<file path="config.mk">
export PLATFORM = sky130hd
export DESIGN_NAME = unsigned_to_radix_ascii_flat
export DESIGN_NICKNAME = d
export VERILOG_FILES = /design/src/hdl/urad_pkg.sv /design/src/hdl/urad_in_if.sv /design/src/hdl/urad_out_if.sv /design/src/hdl/urad_ctrl.sv /design/src/hdl/urad_dpath.sv /design/src/hdl/unsigned_to_radix_ascii.sv /design/src/flat_wrapper.sv
export SDC_FILE = /design/constraint.sdc
export NUM_CORES = 1
export LEC_CHECK = 0
export ABC_AREA = 1
export BUFFER_PORTS_ARGS = -buffer_cell sky130_fd_sc_hd__buf_2
export CORE_AREA = 2 2 158 160
export CTS_BUF_LIST = sky130_fd_sc_hd__clkbuf_16
export CTS_CLUSTER_DIAMETER = 100
export DETAILED_ROUTE_END_ITERATION = 7
export DIE_AREA = 0 0 160 162
export PLACE_DENSITY = 0.65
export SLEW_MARGIN = 20
export SYNTH_ARGS = -nofsm -noshare
export SYNTH_HDL_FRONTEND = slang
export SYNTH_HIERARCHICAL = 1
export SYNTH_SLANG_ARGS = --single-unit
</file>
<file path="constraint.sdc">
create_clock -name i_clk -period 3.6 [get_ports i_clk]
set_input_delay 0.9 -clock i_clk [delete_from_list [all_inputs] [get_ports i_clk]]
set_output_delay 0.9 -clock i_clk [all_outputs]
set_load 0.05 [all_outputs]
</file>
<file path="src/hdl/urad_pkg.sv">
// urad_pkg: shared constants, controller/datapath command and status types,
// and the digit-to-ASCII glyph function for the radix ASCII converter.
// No dependencies.
package urad_pkg;

    // Fixed field widths of the channels
    localparam int VALUE_BITS  = 32;
    localparam int RADIX_BITS  = 6;
    localparam int CHAR_BITS   = 8;
    localparam int DIGIT_BITS  = 6;

    // Default parameter values
    localparam int VALUE_WIDTH_DEF = 32;
    localparam int MAX_DIGITS_DEF  = 32;
    localparam int RADIX_MAX_DEF   = 36;

    // Smallest legal radix; anything below is an error transaction
    localparam logic [RADIX_BITS-1:0] RADIX_MIN = 6'd2;

    // Glyph set boundaries
    localparam logic [DIGIT_BITS-1:0] DIGIT_TOP    = 6'd35;
    localparam logic [DIGIT_BITS-1:0] DECIMAL_TOP  = 6'd9;
    localparam logic [CHAR_BITS-1:0]  CHAR_ZERO    = 8'h30;
    localparam logic [CHAR_BITS-1:0]  CHAR_ALPHA   = 8'h61;
    localparam logic [CHAR_BITS-1:0]  CHAR_NONE    = 8'h00;

    // Commands from controller to datapath
    typedef struct packed {
        logic load;      // capture value and radix of a new transaction
        logic step;      // one restoring-division bit step
        logic wr_rem;    // store remainder as next digit, clear remainder
        logic wr_zero;   // store digit zero (value was zero)
        logic rd;        // read digit store into read register
        logic out_load;  // load output payload register
        logic out_last;  // last flag for loaded payload
        logic out_err;   // error payload (character 0)
    } t_cmd;

    // Status from datapath to controller
    typedef struct packed {
        logic q_zero;    // quotient register is zero
        logic rad_err;   // captured radix is below the minimum
    } t_stat;

    // Digit 0..35 to '0'-'9','a'-'z'; out-of-range digits map to 'z'
    function automatic logic [CHAR_BITS-1:0] glyph(input logic [DIGIT_BITS-1:0] d);
        logic [DIGIT_BITS-1:0] dc;
        dc = (d > DIGIT_TOP) ? DIGIT_TOP : d;
        if (dc <= DECIMAL_TOP) begin
            return CHAR_ZERO + {2'b00, dc};
        end
        return CHAR_ALPHA + {2'b00, dc} - 8'd10;
    endfunction

endpackage

</file>
<file path="src/hdl/urad_in_if.sv">
// urad_in_if: input channel (value, radix) with valid/ready handshake.
// Depends on urad_pkg for field widths.
interface urad_in_if;
    logic                            valid;
    logic                            ready;
    logic [urad_pkg::VALUE_BITS-1:0] value;
    logic [urad_pkg::RADIX_BITS-1:0] radix;

    modport source (output valid, output value, output radix, input ready);
    modport sink   (input valid, input value, input radix, output ready);
endinterface

</file>
<file path="src/hdl/urad_out_if.sv">
// urad_out_if: result channel (character, last, error) with valid/ready.
// Depends on urad_pkg for field widths.
interface urad_out_if;
    logic                           valid;
    logic                           ready;
    logic [urad_pkg::CHAR_BITS-1:0] character;
    logic                           last;
    logic                           error;

    modport source (output valid, output character, output last, output error, input ready);
    modport sink   (input valid, input character, input last, input error, output ready);
endinterface

</file>
<file path="src/hdl/urad_ctrl.sv">
// urad_ctrl: sequencing state machine for the radix converter. Drives the
// datapath through urad_pkg::t_cmd and watches urad_pkg::t_stat.
module urad_ctrl #(
    parameter int VALUE_WIDTH = urad_pkg::VALUE_WIDTH_DEF,
    parameter int MAX_DIGITS  = urad_pkg::MAX_DIGITS_DEF,
    localparam int BW = $clog2(VALUE_WIDTH),
    localparam int CW = $clog2(MAX_DIGITS + 1),
    localparam int AW = $clog2(MAX_DIGITS)
) (
    input  logic            i_clk,
    input  logic            i_rst_n,
    input  logic            i_in_valid,
    output logic            o_in_ready,
    output logic            o_out_valid,
    input  logic            i_out_ready,
    input  urad_pkg::t_stat i_stat,
    output urad_pkg::t_cmd  o_cmd,
    output logic [AW-1:0]   o_addr
);

    typedef enum logic [2:0] {
        S_IDLE, S_CHK, S_DIV, S_WRITE, S_RD, S_EMIT, S_ERR
    } t_state;

    t_state        r_state;
    logic [BW-1:0] r_bit;
    logic [CW-1:0] r_count;   // digits produced by the current conversion
    logic [AW-1:0] r_idx;     // digit being emitted, counts down
    logic          r_out_valid;
    logic          out_free;

    assign out_free    = !r_out_valid || i_out_ready;
    assign o_in_ready  = (r_state == S_IDLE);
    assign o_out_valid = r_out_valid;

    // Command decode
    always_comb begin
        o_cmd  = '0;
        o_addr = r_idx;
        unique case (r_state)
            S_IDLE:  o_cmd.load = i_in_valid;
            S_CHK: begin
                if (!i_stat.rad_err && i_stat.q_zero) begin
                    o_cmd.wr_zero = 1'b1;
                    o_addr        = '0;
                end
            end
            S_DIV:   o_cmd.step = 1'b1;
            S_WRITE: begin
                o_cmd.wr_rem = 1'b1;
                o_addr       = r_count[AW-1:0];
            end
            S_RD:    o_cmd.rd = 1'b1;
            S_EMIT: begin
                o_cmd.out_load = out_free;
                o_cmd.out_last = (r_idx == '0);
            end
            S_ERR: begin
                o_cmd.out_load = out_free;
                o_cmd.out_last = 1'b1;
                o_cmd.out_err  = 1'b1;
            end
            default: o_cmd = '0;
        endcase
    end

    // State and registered outputs
    always_ff @(posedge i_clk) begin
        if (!i_rst_n) begin
            r_state     <= S_IDLE;
            r_bit       <= '0;
            r_count     <= '0;
            r_idx       <= '0;
            r_out_valid <= 1'b0;
        end else begin
            if (o_cmd.out_load) begin
                r_out_valid <= 1'b1;
            end else if (i_out_ready) begin
                r_out_valid <= 1'b0;
            end

            unique case (r_state)
                S_IDLE: begin
                    if (i_in_valid) begin
                        r_state <= S_CHK;
                    end
                end
                S_CHK: begin
                    if (i_stat.rad_err) begin
                        r_state <= S_ERR;
                    end else if (i_stat.q_zero) begin
                        r_count <= CW'(1);
                        r_idx   <= '0;
                        r_state <= S_RD;
                    end else begin
                        r_count <= '0;
                        r_bit   <= '0;
                        r_state <= S_DIV;
                    end
                end
                S_DIV: begin
                    r_bit <= r_bit + 1'b1;
                    if (r_bit == BW'(VALUE_WIDTH - 1)) begin
                        r_state <= S_WRITE;
                    end
                end
                S_WRITE: begin
                    r_count <= r_count + 1'b1;
                    r_idx   <= r_count[AW-1:0];
                    if (i_stat.q_zero || (r_count == CW'(MAX_DIGITS - 1))) begin
                        r_state <= S_RD;
                    end else begin
                        r_bit   <= '0;
                        r_state <= S_DIV;
                    end
                end
                S_RD: r_state <= S_EMIT;
                S_EMIT: begin
                    if (out_free) begin
                        if (r_idx == '0) begin
                            r_state <= S_IDLE;
                        end else begin
                            r_idx   <= r_idx - 1'b1;
                            r_state <= S_RD;
                        end
                    end
                end
                S_ERR: begin
                    if (out_free) begin
                        r_state <= S_IDLE;
                    end
                end
                default: r_state <= S_IDLE;
            endcase
        end
    end

endmodule

</file>
<file path="src/hdl/urad_dpath.sv">
// urad_dpath: bit-serial restoring divider, digit store and output payload
// register of the radix converter. Uses urad_pkg types and glyph function.
module urad_dpath #(
    parameter int VALUE_WIDTH = urad_pkg::VALUE_WIDTH_DEF,
    parameter int MAX_DIGITS  = urad_pkg::MAX_DIGITS_DEF,
    parameter int RADIX_MAX   = urad_pkg::RADIX_MAX_DEF,
    localparam int AW = $clog2(MAX_DIGITS)
) (
    input  logic                            i_clk,
    input  urad_pkg::t_cmd                  i_cmd,
    input  logic [AW-1:0]                   i_addr,
    input  logic [urad_pkg::VALUE_BITS-1:0] i_value,
    input  logic [urad_pkg::RADIX_BITS-1:0] i_radix,
    output urad_pkg::t_stat                 o_stat,
    output logic [urad_pkg::CHAR_BITS-1:0]  o_character,
    output logic                            o_last,
    output logic                            o_error
);

    localparam int DB = urad_pkg::DIGIT_BITS;

    logic [VALUE_WIDTH-1:0] r_q;        // dividend shifting out, quotient shifting in
    logic [DB-1:0]          r_rem;
    logic [DB-1:0]          r_rad;
    logic                   r_rad_err;
    logic [DB-1:0]          r_rd_data;
    logic [DB-1:0]          mem [MAX_DIGITS];
    logic [DB:0]            rem_sh;
    logic [DB:0]            rem_sub;
    logic                   ge;

    // One restoring division step
    assign rem_sh  = {r_rem, r_q[VALUE_WIDTH-1]};
    assign ge      = (rem_sh >= {1'b0, r_rad});
    assign rem_sub = rem_sh - {1'b0, r_rad};

    assign o_stat.q_zero  = (r_q == '0);
    assign o_stat.rad_err = r_rad_err;

    // Divider registers
    always_ff @(posedge i_clk) begin
        if (i_cmd.load) begin
            r_q       <= VALUE_WIDTH'(i_value);
            r_rem     <= '0;
            r_rad_err <= (i_radix < urad_pkg::RADIX_MIN);
            r_rad     <= (i_radix > DB'(RADIX_MAX)) ? DB'(RADIX_MAX) : i_radix;
        end else if (i_cmd.step) begin
            r_q   <= {r_q[VALUE_WIDTH-2:0], ge};
            r_rem <= ge ? rem_sub[DB-1:0] : rem_sh[DB-1:0];
        end else if (i_cmd.wr_rem) begin
            r_rem <= '0;
        end
    end

    // Digit store, least significant digit at address zero
    always_ff @(posedge i_clk) begin
        if (i_cmd.wr_rem) begin
            mem[i_addr] <= r_rem;
        end else if (i_cmd.wr_zero) begin
            mem[i_addr] <= '0;
        end
        if (i_cmd.rd) begin
            r_rd_data <= mem[i_addr];
        end
    end

    // Output payload register
    always_ff @(posedge i_clk) begin
        if (i_cmd.out_load) begin
            o_character <= i_cmd.out_err ? urad_pkg::CHAR_NONE : urad_pkg::glyph(r_rd_data);
            o_last      <= i_cmd.out_last;
            o_error     <= i_cmd.out_err;
        end
    end

endmodule

</file>
<file path="src/hdl/unsigned_to_radix_ascii.sv">
// Converts an unsigned value to ASCII digits in radix 2..RADIX_MAX (larger
// radixes clamp to RADIX_MAX), most significant digit first, '0'-'9' then
// 'a'-'z', with last set on the final character; zero gives a single '0', and
// a radix below 2 gives one transaction with character 0, last and error set.
// One conversion runs at a time. A bit-serial restoring divider produces one
// quotient bit per cycle, each remainder is written to the digit store as a
// digit, and each character is then read from the digit store and emitted
// when the sink is ready. A zero value skips the divider. The final
// character sits in an output register, so the next input transaction is
// accepted while it waits to be taken.
// Depends on urad_pkg, urad_in_if, urad_out_if, urad_ctrl and urad_dpath.
module unsigned_to_radix_ascii #(
    parameter int VALUE_WIDTH = urad_pkg::VALUE_WIDTH_DEF,
    parameter int MAX_DIGITS  = urad_pkg::MAX_DIGITS_DEF,
    parameter int RADIX_MAX   = urad_pkg::RADIX_MAX_DEF
) (
    input  logic              i_clk,
    input  logic              i_rst_n,
    urad_in_if.sink           i_in,
    urad_out_if.source        o_out
);

    localparam int AW = $clog2(MAX_DIGITS);

    urad_pkg::t_cmd  cmd;
    urad_pkg::t_stat stat;
    logic [AW-1:0]   addr;

    // Sequencer
    urad_ctrl #(
        .VALUE_WIDTH (VALUE_WIDTH),
        .MAX_DIGITS  (MAX_DIGITS)
    ) u_ctrl (
        .i_clk       (i_clk),
        .i_rst_n     (i_rst_n),
        .i_in_valid  (i_in.valid),
        .o_in_ready  (i_in.ready),
        .o_out_valid (o_out.valid),
        .i_out_ready (o_out.ready),
        .i_stat      (stat),
        .o_cmd       (cmd),
        .o_addr      (addr)
    );

    // Divider, digit store and output payload
    urad_dpath #(
        .VALUE_WIDTH (VALUE_WIDTH),
        .MAX_DIGITS  (MAX_DIGITS),
        .RADIX_MAX   (RADIX_MAX)
    ) u_dpath (
        .i_clk       (i_clk),
        .i_cmd       (cmd),
        .i_addr      (addr),
        .i_value     (i_in.value),
        .i_radix     (i_in.radix),
        .o_stat      (stat),
        .o_character (o_out.character),
        .o_last      (o_out.last),
        .o_error     (o_out.error)
    );

endmodule

</file>
<file path="src/flat_wrapper.sv">
// flat-port wrapper written by rule: the top's interface ports become plain ports
module unsigned_to_radix_ascii_flat 
#(
    parameter int VALUE_WIDTH = urad_pkg::VALUE_WIDTH_DEF,
    parameter int MAX_DIGITS  = urad_pkg::MAX_DIGITS_DEF,
    parameter int RADIX_MAX   = urad_pkg::RADIX_MAX_DEF
)
  (i_clk, i_rst_n, i_in_valid, i_in_value, i_in_radix, i_in_ready, o_out_valid, o_out_character, o_out_last, o_out_error, o_out_ready);
  urad_in_if i_in_i ();
  urad_out_if o_out_i ();
  input  logic i_clk;
  input  logic i_rst_n;
  input wire logic [$bits(i_in_i.valid)-1:0] i_in_valid;
  input wire logic [$bits(i_in_i.value)-1:0] i_in_value;
  input wire logic [$bits(i_in_i.radix)-1:0] i_in_radix;
  output wire logic [$bits(i_in_i.ready)-1:0] i_in_ready;
  output wire logic [$bits(o_out_i.valid)-1:0] o_out_valid;
  output wire logic [$bits(o_out_i.character)-1:0] o_out_character;
  output wire logic [$bits(o_out_i.last)-1:0] o_out_last;
  output wire logic [$bits(o_out_i.error)-1:0] o_out_error;
  input wire logic [$bits(o_out_i.ready)-1:0] o_out_ready;
  assign i_in_i.valid = i_in_valid;
  assign i_in_i.value = i_in_value;
  assign i_in_i.radix = i_in_radix;
  assign i_in_ready = i_in_i.ready;
  assign o_out_valid = o_out_i.valid;
  assign o_out_character = o_out_i.character;
  assign o_out_last = o_out_i.last;
  assign o_out_error = o_out_i.error;
  assign o_out_i.ready = o_out_ready;
  unsigned_to_radix_ascii #(.VALUE_WIDTH(VALUE_WIDTH), .MAX_DIGITS(MAX_DIGITS), .RADIX_MAX(RADIX_MAX)) u_core (.i_clk(i_clk), .i_rst_n(i_rst_n), .i_in(i_in_i), .o_out(o_out_i));
endmodule
</file>
==> reports/results.txt, run 1 <==
Number of global-route vias before repair: 7867
Pleak: 5.26 nW
Area grow syn2layout: 16.3%
Asr flop ratio synth: 0%
Final clock skew: 26.8 ps
Final Setup Violations: 0
Sw Ratio: 31.4%
Crit share post-route: 94.3%
FP Rows: 57
Syn Inst Count: 1039
Avg Inst Size Synth: 11.3 sq um
Worst path slowest cell: edfxtp_1
Max Cap Viol: 0
Clock buffer count from CTS: 29
GRT busiest layer: met2
Critical Path Most Common Cell: nand2_1
DP HPWL: 16.8 mm
Grt met2 use: 33.8%
Die Y: 162 microns
Layout cell share with drive strength beyond 1: 17.4%
# H-tree levels: 1
Setup repair bufs after CTS: 0
Worst VDD drop: 0.506 mV
Core area: 24100 sq um
Global-route met3 utilization: 2.60%
Grt ovf: 0
Synthesis Warnings: 6
Worst-path fanout max: 6
Post-synth EDFFs: 247
Filler cells: 2048
Num ports: 54
NetSw: 0.00287 W
Die area: 25900 sq um
DRC Markers: 0
Area of the mapped netlist: 11700 sq um
Drt pass-1 iters: 5
I/O Buffers: 53
Total power divided by cell area: 670 nW/um^2
CTS Root Cell: clkbuf_16
Largest net degree at the start of global routing: 50
Reg2reg path depth: 12
Hold Crit Class: flop to flop
Finished Layout Cells: 1491
Seq/Total Area, Yosys: 67.8%
Clock sinks: 273
Post_cts resized: 0
CP startpoint kind: flop
Vias per std cell: 5.37
FF+latch area: 7940 sq um
Sequential power share: 45.3%
Via count: 8008
Yosys reg bits: 273
Hold depth: 2
Crit path cell chain: nor4_1, nand4_1, nor2_2, nand2_1, nand3_1, nand2_1, buf_4, o21ai_0, nand2_1, nor3_1, inv_1, nor2_1
Post-DRT Antenna Nets: 0
Max incr delay on CP: 420 ps
CP Capture Type: flop
Crit path kind: flop to flop
Status: complete, no violations
Slew headroom: 35.1%
Crit path time final: 3400 ps
Internal: 0.00625 W
Initial cell density of the core: 48.5%
Initial antenna violation count: 0
Met1 GRT Util: 28.0%
Fmax: 294 MHz
Nets: 1205
Final hold viol count: 0
Die span in x: 160 microns
Worst Max-Slew Pin Slew: 974 ps
Placed instance count: 1443
DR iter-0 viols: 550
Routed len/inst: 17.4 microns
Count of cell types in the netlist: 45
Area of the multi-input gates: 3360 sq um
Mapped Nets: 1094
Inserted Diodes: 0
Comb power frac: 24.6%
Final Max Slew Viols: 0
Hold Buf Count CTS: 0
All-Layer GR Usage: 20.1%
Crit path required time: 3770 ps
First-pass GRT wire length: 41.7 mm
Critical Path AT: 3560 ps
Clock-pin transition on the worst setup and hold timing paths: 60 ps
Worst skew pair latency: 550 ps
Final WL: 25.9 mm
Clock power share: 30.2%
Main flop type after synthesis: edfxtp_1
CTS tree: done
Final Total Pwr: 0.00912 W
GP Congestion: 0.822
Clk buf depth: 3
-- layout by cell type, fill, tap and decap left out, types with 3 or more instances in the layout --
| cell | count |
|---|---|
| xnor2_1 | 3 |
| inv_2 | 10 |
| nor2_4 | 4 |
| a21oi_1 | 41 |
| nor2_1 | 82 |
| clkbuf_16 | 29 |
| buf_2 | 53 |
| nand4_1 | 4 |
| nor4_1 | 7 |
| nor2_2 | 12 |
| clkinv_1 | 9 |
| a22oi_1 | 96 |
| inv_1 | 69 |
| buf_4 | 58 |
| nand3_1 | 34 |
| a21oi_2 | 3 |
| xor2_1 | 3 |
| nand2_2 | 7 |
| ha_1 | 12 |
| clkinv_2 | 5 |
| or2_2 | 3 |
| nand3b_1 | 3 |
| nand2_1 | 286 |
| o21ai_0 | 13 |
| edfxtp_1 | 247 |
| dfxtp_1 | 26 |
| nand2_4 | 3 |
| nor3_1 | 18 |
-- stage by stage --
step / setup WS [ps] / util (%) / instance area (sq um) / setup TNS (ps) / hold slack (ps)
6_report: 204 / 56.5 / 13600 / 0 / 473
5_1_grt: -2.05 / 56.5 / 13600 / -2.05 / 499
4_1_cts: 92.8 / 56.4 / 13600 / 0 / 480
3_5_place_dp: 137 / 52.8 / 12700 / 0 / 471
3_3_place_gp: 126 / 52.8 / 12700 / 0 / 453
2_1_floorplan: 658 / - / 11700 / 0 / 442
-- cell type report --
cell class                 instances  share of cell area [%]
sequential                       273                    58.3
clock buffer                      29                    5.33
timing repair buffer             113                    5.44
clock inverter                    19                    1.02
tap                              324                    2.98
inverter                          80                    2.24
multi-input combinational        653                    24.7
-- power groups by stage --
stage / Combinational, W / Clock, W / Sequential (W)
after global placement: 0.00218 / 0 / 0.00417
after floorplan: 0.00154 / 0 / 0.00415
after CTS: 0.00223 / 0.00280 / 0.00412
after detailed placement: 0.00222 / 0 / 0.00418
final: 0.00224 / 0.00275 / 0.00413
after global routing: 0.00250 / 0.00292 / 0.00417
-- routing by layer --
metal	vias up	wire, microns	share of wire (%)
li1	3875	-	-
met5	-	0	0
met4	0	568	2.2
met1	3851	11600	45
met2	237	12200	47
met3	45	1480	5.7
-- final timing paths --
check / from / end / slack (ps)
worst max-delay path: u_core/u_dpath/r_q[11] / u_core/u_dpath/mem[11][5] / 200
worst min-delay path: u_core/u_ctrl/r_bit[4] / u_core/u_ctrl/r_bit[4] / 470
worst max register to register: u_core/u_dpath/r_q[11] / u_core/u_dpath/mem[11][5] / 200
worst min register to register: u_core/u_ctrl/r_bit[4] / u_core/u_ctrl/r_bit[4] / 470
-- synth_stat cells (all sizes together), types with 13 or more instances --
cell type | instances | share of area [%]
inv | 78 | 2.5
a21oi | 44 | 2.0
clkbuf | 21 | 0.76
nor2 | 98 | 3.3
edfxtp | 247 | 63
nor3 | 21 | 1.0
nand3 | 37 | 1.8
o21ai | 13 | 0.56
nand2 | 296 | 9.8
dfxtp | 26 | 4.4
a22oi | 96 | 6.2
-- logic make-up (layout without fill, tap and decap cells) --
kind of cell	after synthesis	in the layout	share of synthesized area, %
AOI/OAI and AO/OA	161	161	9.20
xor gates and xnor gates	6	6	0.449
and+or+nand+nor	472	472	17.0
adders and majority gates	13	13	1.45
other	1	1	0.0320
buffers and inverters	113	241	4.03
DFF	273	273	67.8
-- sequential cells by signal, indices dropped and copies added (netlist names) --
| register | cells |
|---|---|
| u_core/u_dpath/r_rad_err | 1 |
| u_core/u_ctrl/o_out_valid | 1 |
| u_core/u_dpath/r_q | 32 |
| u_core/u_ctrl/r_bit | 5 |
| u_core/u_dpath/mem | 192 |
| u_core/u_dpath/o_error | 1 |
| u_core/u_dpath/r_rd_data | 6 |
| u_core/u_dpath/r_rem | 6 |
| u_core/u_dpath/r_rad | 6 |
| u_core/u_dpath/o_last | 1 |
| u_core/u_ctrl/r_count | 6 |
| u_core/u_ctrl/r_idx | 5 |
| u_core/u_ctrl/r_state | 3 |
| u_core/u_dpath/o_character | 8 |
-- critical path: cells and delay by family, from the launching register on --
kind	cells	cell delay, ps
DFF	1	420
buffers and inverters	2	320
AOI/OAI and AO/OA	1	150
and+or+nand+nor	9	2130
(Power assumes the default switching activity.)
==> run 2, diff against run 1 <==
--- a/config.mk
+++ b/config.mk
@@ -7,12 +7,13 @@
 export LEC_CHECK = 0
 export ABC_AREA = 1
 export BUFFER_PORTS_ARGS = -buffer_cell sky130_fd_sc_hd__buf_2
-export CORE_AREA = 2 2 158 160
+export CORE_AREA = 2 2 151 168
 export CTS_BUF_LIST = sky130_fd_sc_hd__clkbuf_16
 export CTS_CLUSTER_DIAMETER = 100
 export DETAILED_ROUTE_END_ITERATION = 7
-export DIE_AREA = 0 0 160 162
+export DIE_AREA = 0 0 153 170
 export PLACE_DENSITY = 0.65
+export SKIP_LAST_GASP = 1
 export SLEW_MARGIN = 20
 export SYNTH_ARGS = -nofsm -noshare
 export SYNTH_HDL_FRONTEND = slang
==> run 2 against run 1 <==
Core utilization down 1.3 points. Combinational power about the same. Fmax about the same. Clock power down 12%. Die area up 0.35%. Hold slack worse by 2.9 ps. Largest power group unchanged.
==> reports/results.txt, run 2 (same netlist as run 1, synthesis figures left out) <==
Max Cap Viol: 0
Worst VDD drop: 0.377 mV
Clock sinks: 273
Worst-path fanout max: 9
Status: complete, no violations
Critical Path AT: 3630 ps
Top Registers: u_core/u_dpath/mem: 192 flops, u_core/u_dpath/r_q: 32 flops, u_core/u_dpath/o_character: 8 flops
DRC Markers: 0
Cell area after layout: 13400 sq um
Setup_tns: 0 ps
Final WL: 24.9 mm
Worst skew pair latency: 520 ps
Final hold viol count: 0
Most frequent cells in the layout: nand2_1 (286), edfxtp_1 (247), a22oi_1 (96), nor2_1 (84), inv_1 (76)
HP Start: u_core/u_ctrl/r_bit[4]
Num ports: 54
CP startpoint: u_core/u_dpath/r_q[15]
Final clock skew: 14.0 ps
Crit path required time: 3830 ps
Total power divided by cell area: 658 nW/um^2
DP HPWL: 16.5 mm
I/O Buffers: 53
GP Congestion: 0.839
Hold Buf Count CTS: 0
RSZ-0062 raised after global routing: yes
Die Y: 170 microns
Crit share post-route: 94.3%
Initial antenna violation count: 0
Clk buf depth: 3
FP Rows: 60
DR iter-0 viols: 635
Post-DRT Antenna Nets: 0
Layout cell share with drive strength beyond 1: 15.6%
Reg-to-reg slack, setup: 210 ps
CTS tree: done
Vias per std cell: 5.38
Hold Crit Class: flop to flop
Number of global-route vias before repair: 7583
Final setup margin: 206 ps
R2R Path Start: u_core/u_dpath/r_q[15]
First-pass GRT wire length: 40.2 mm
Final Setup Violations: 0
CTS Root Cell: clkbuf_16
Placement Setup Slack: -45.5 ps
CP startpoint kind: flop
Setup repair bufs after CTS: 0
Core area: 24200 sq um
Die span in x: 153 microns
Initial cell density of the core: 48.3%
Pleak: 5.17 nW
CP Capture Type: flop
Clock buffer count from CTS: 27
Slew headroom: 39.4%
Max FFs per register: 192
Routed len/inst: 17.0 microns
Crit path time final: 3390 ps
Area grow syn2layout: 14.4%
Crit path kind: flop to flop
All-Layer GR Usage: 19.3%
Worst Max-Slew Pin Slew: 899 ps
Commonest non-fill, non-tap cell in the layout: nand2_1
Fmax: 295 MHz
Drt pass-1 iters: 6
# H-tree levels: 1
Post_cts resized: 1
Largest net degree at the start of global routing: 50
Clock-pin transition on the worst setup and hold timing paths: 60 ps
Via count: 7875
Nets: 1191
Register with the most flip-flops: u_core/u_dpath/mem
Post-DP Area: 12600 sq um
Inserted Diodes: 0
Grt ovf: 0
Core Util, Final: 55.2%
Die area: 26000 sq um
Final Max Slew Viols: 0
## run 2: cell types whose count changed in the layout (fill, tap and decap cells not counted), moves of 2 or more
cell / delta
clkinv_2: -2
bufinv_16: -2
buf_4: -12
nor2_1: +2
clkbuf_16: -2
inv_1: +7
nor2_2: -3
## run 2: path summary, 6_finish.rpt
kind                                                  to  cells past startpoint
worst min-delay path              u_core/u_ctrl/r_bit[4]                      2
worst max-delay path            u_core/u_dpath/mem[7][4]                     12
worst max register to register  u_core/u_dpath/mem[7][4]                     12
worst min register to register    u_core/u_ctrl/r_bit[4]                      2
## run 2: area by class of cell
class	count	area, sq um
Fill cell	2078	10900
Clock inverter	19	75.1
Clock buffer	27	676
Timing Repair Buffer	101	651
Sequential cell	273	7940
Tap cell	310	388
Multi-Input combinational cell	653	3350
Inverter	80	308
## run 2: report_power, final
part           switching [W]  internal [W]  leakage [nW]
Clock                0.00109       0.00134         0.407
Combinational        0.00154      0.000717          2.25
Sequential          0.000157       0.00396          2.51
Total                0.00279       0.00602          5.17
## run 2: metal layers
| metal | up-vias | track usage, % | part of all wire [%] |
|---|---|---|---|
| li1 | 3845 | - | - |
| met1 | 3773 | 27.5 | 46 |
| met2 | 215 | 32.1 | 47 |
| met3 | 42 | 2.14 | 5.2 |
| met4 | 0 | 5.03 | 2.1 |
| met5 | - | 0 | 0 |
## run 2: critical path, cell delays in order, from the launching register on
cell and delay [ps]:
edfxtp_1 400, nor4_1 360, nand4_1 170, nor2_2 220, nand2_1 140, nand3_1 120, nand2_1 70, nor2_1 210
o21ai_0 350, nor3_1 360, clkinv_1 310, nor2_1 220, buf_4 170
## run 2: stage by stage
step                      instances  total power (W)  hold WS (ps)
after CTS                      1463          0.00884           468
final                          1463          0.00881           470
after global placement         1417          0.00639           458
after detailed placement       1417          0.00643           459
after floorplan                1039          0.00570           442
after global routing           1463          0.00928           500
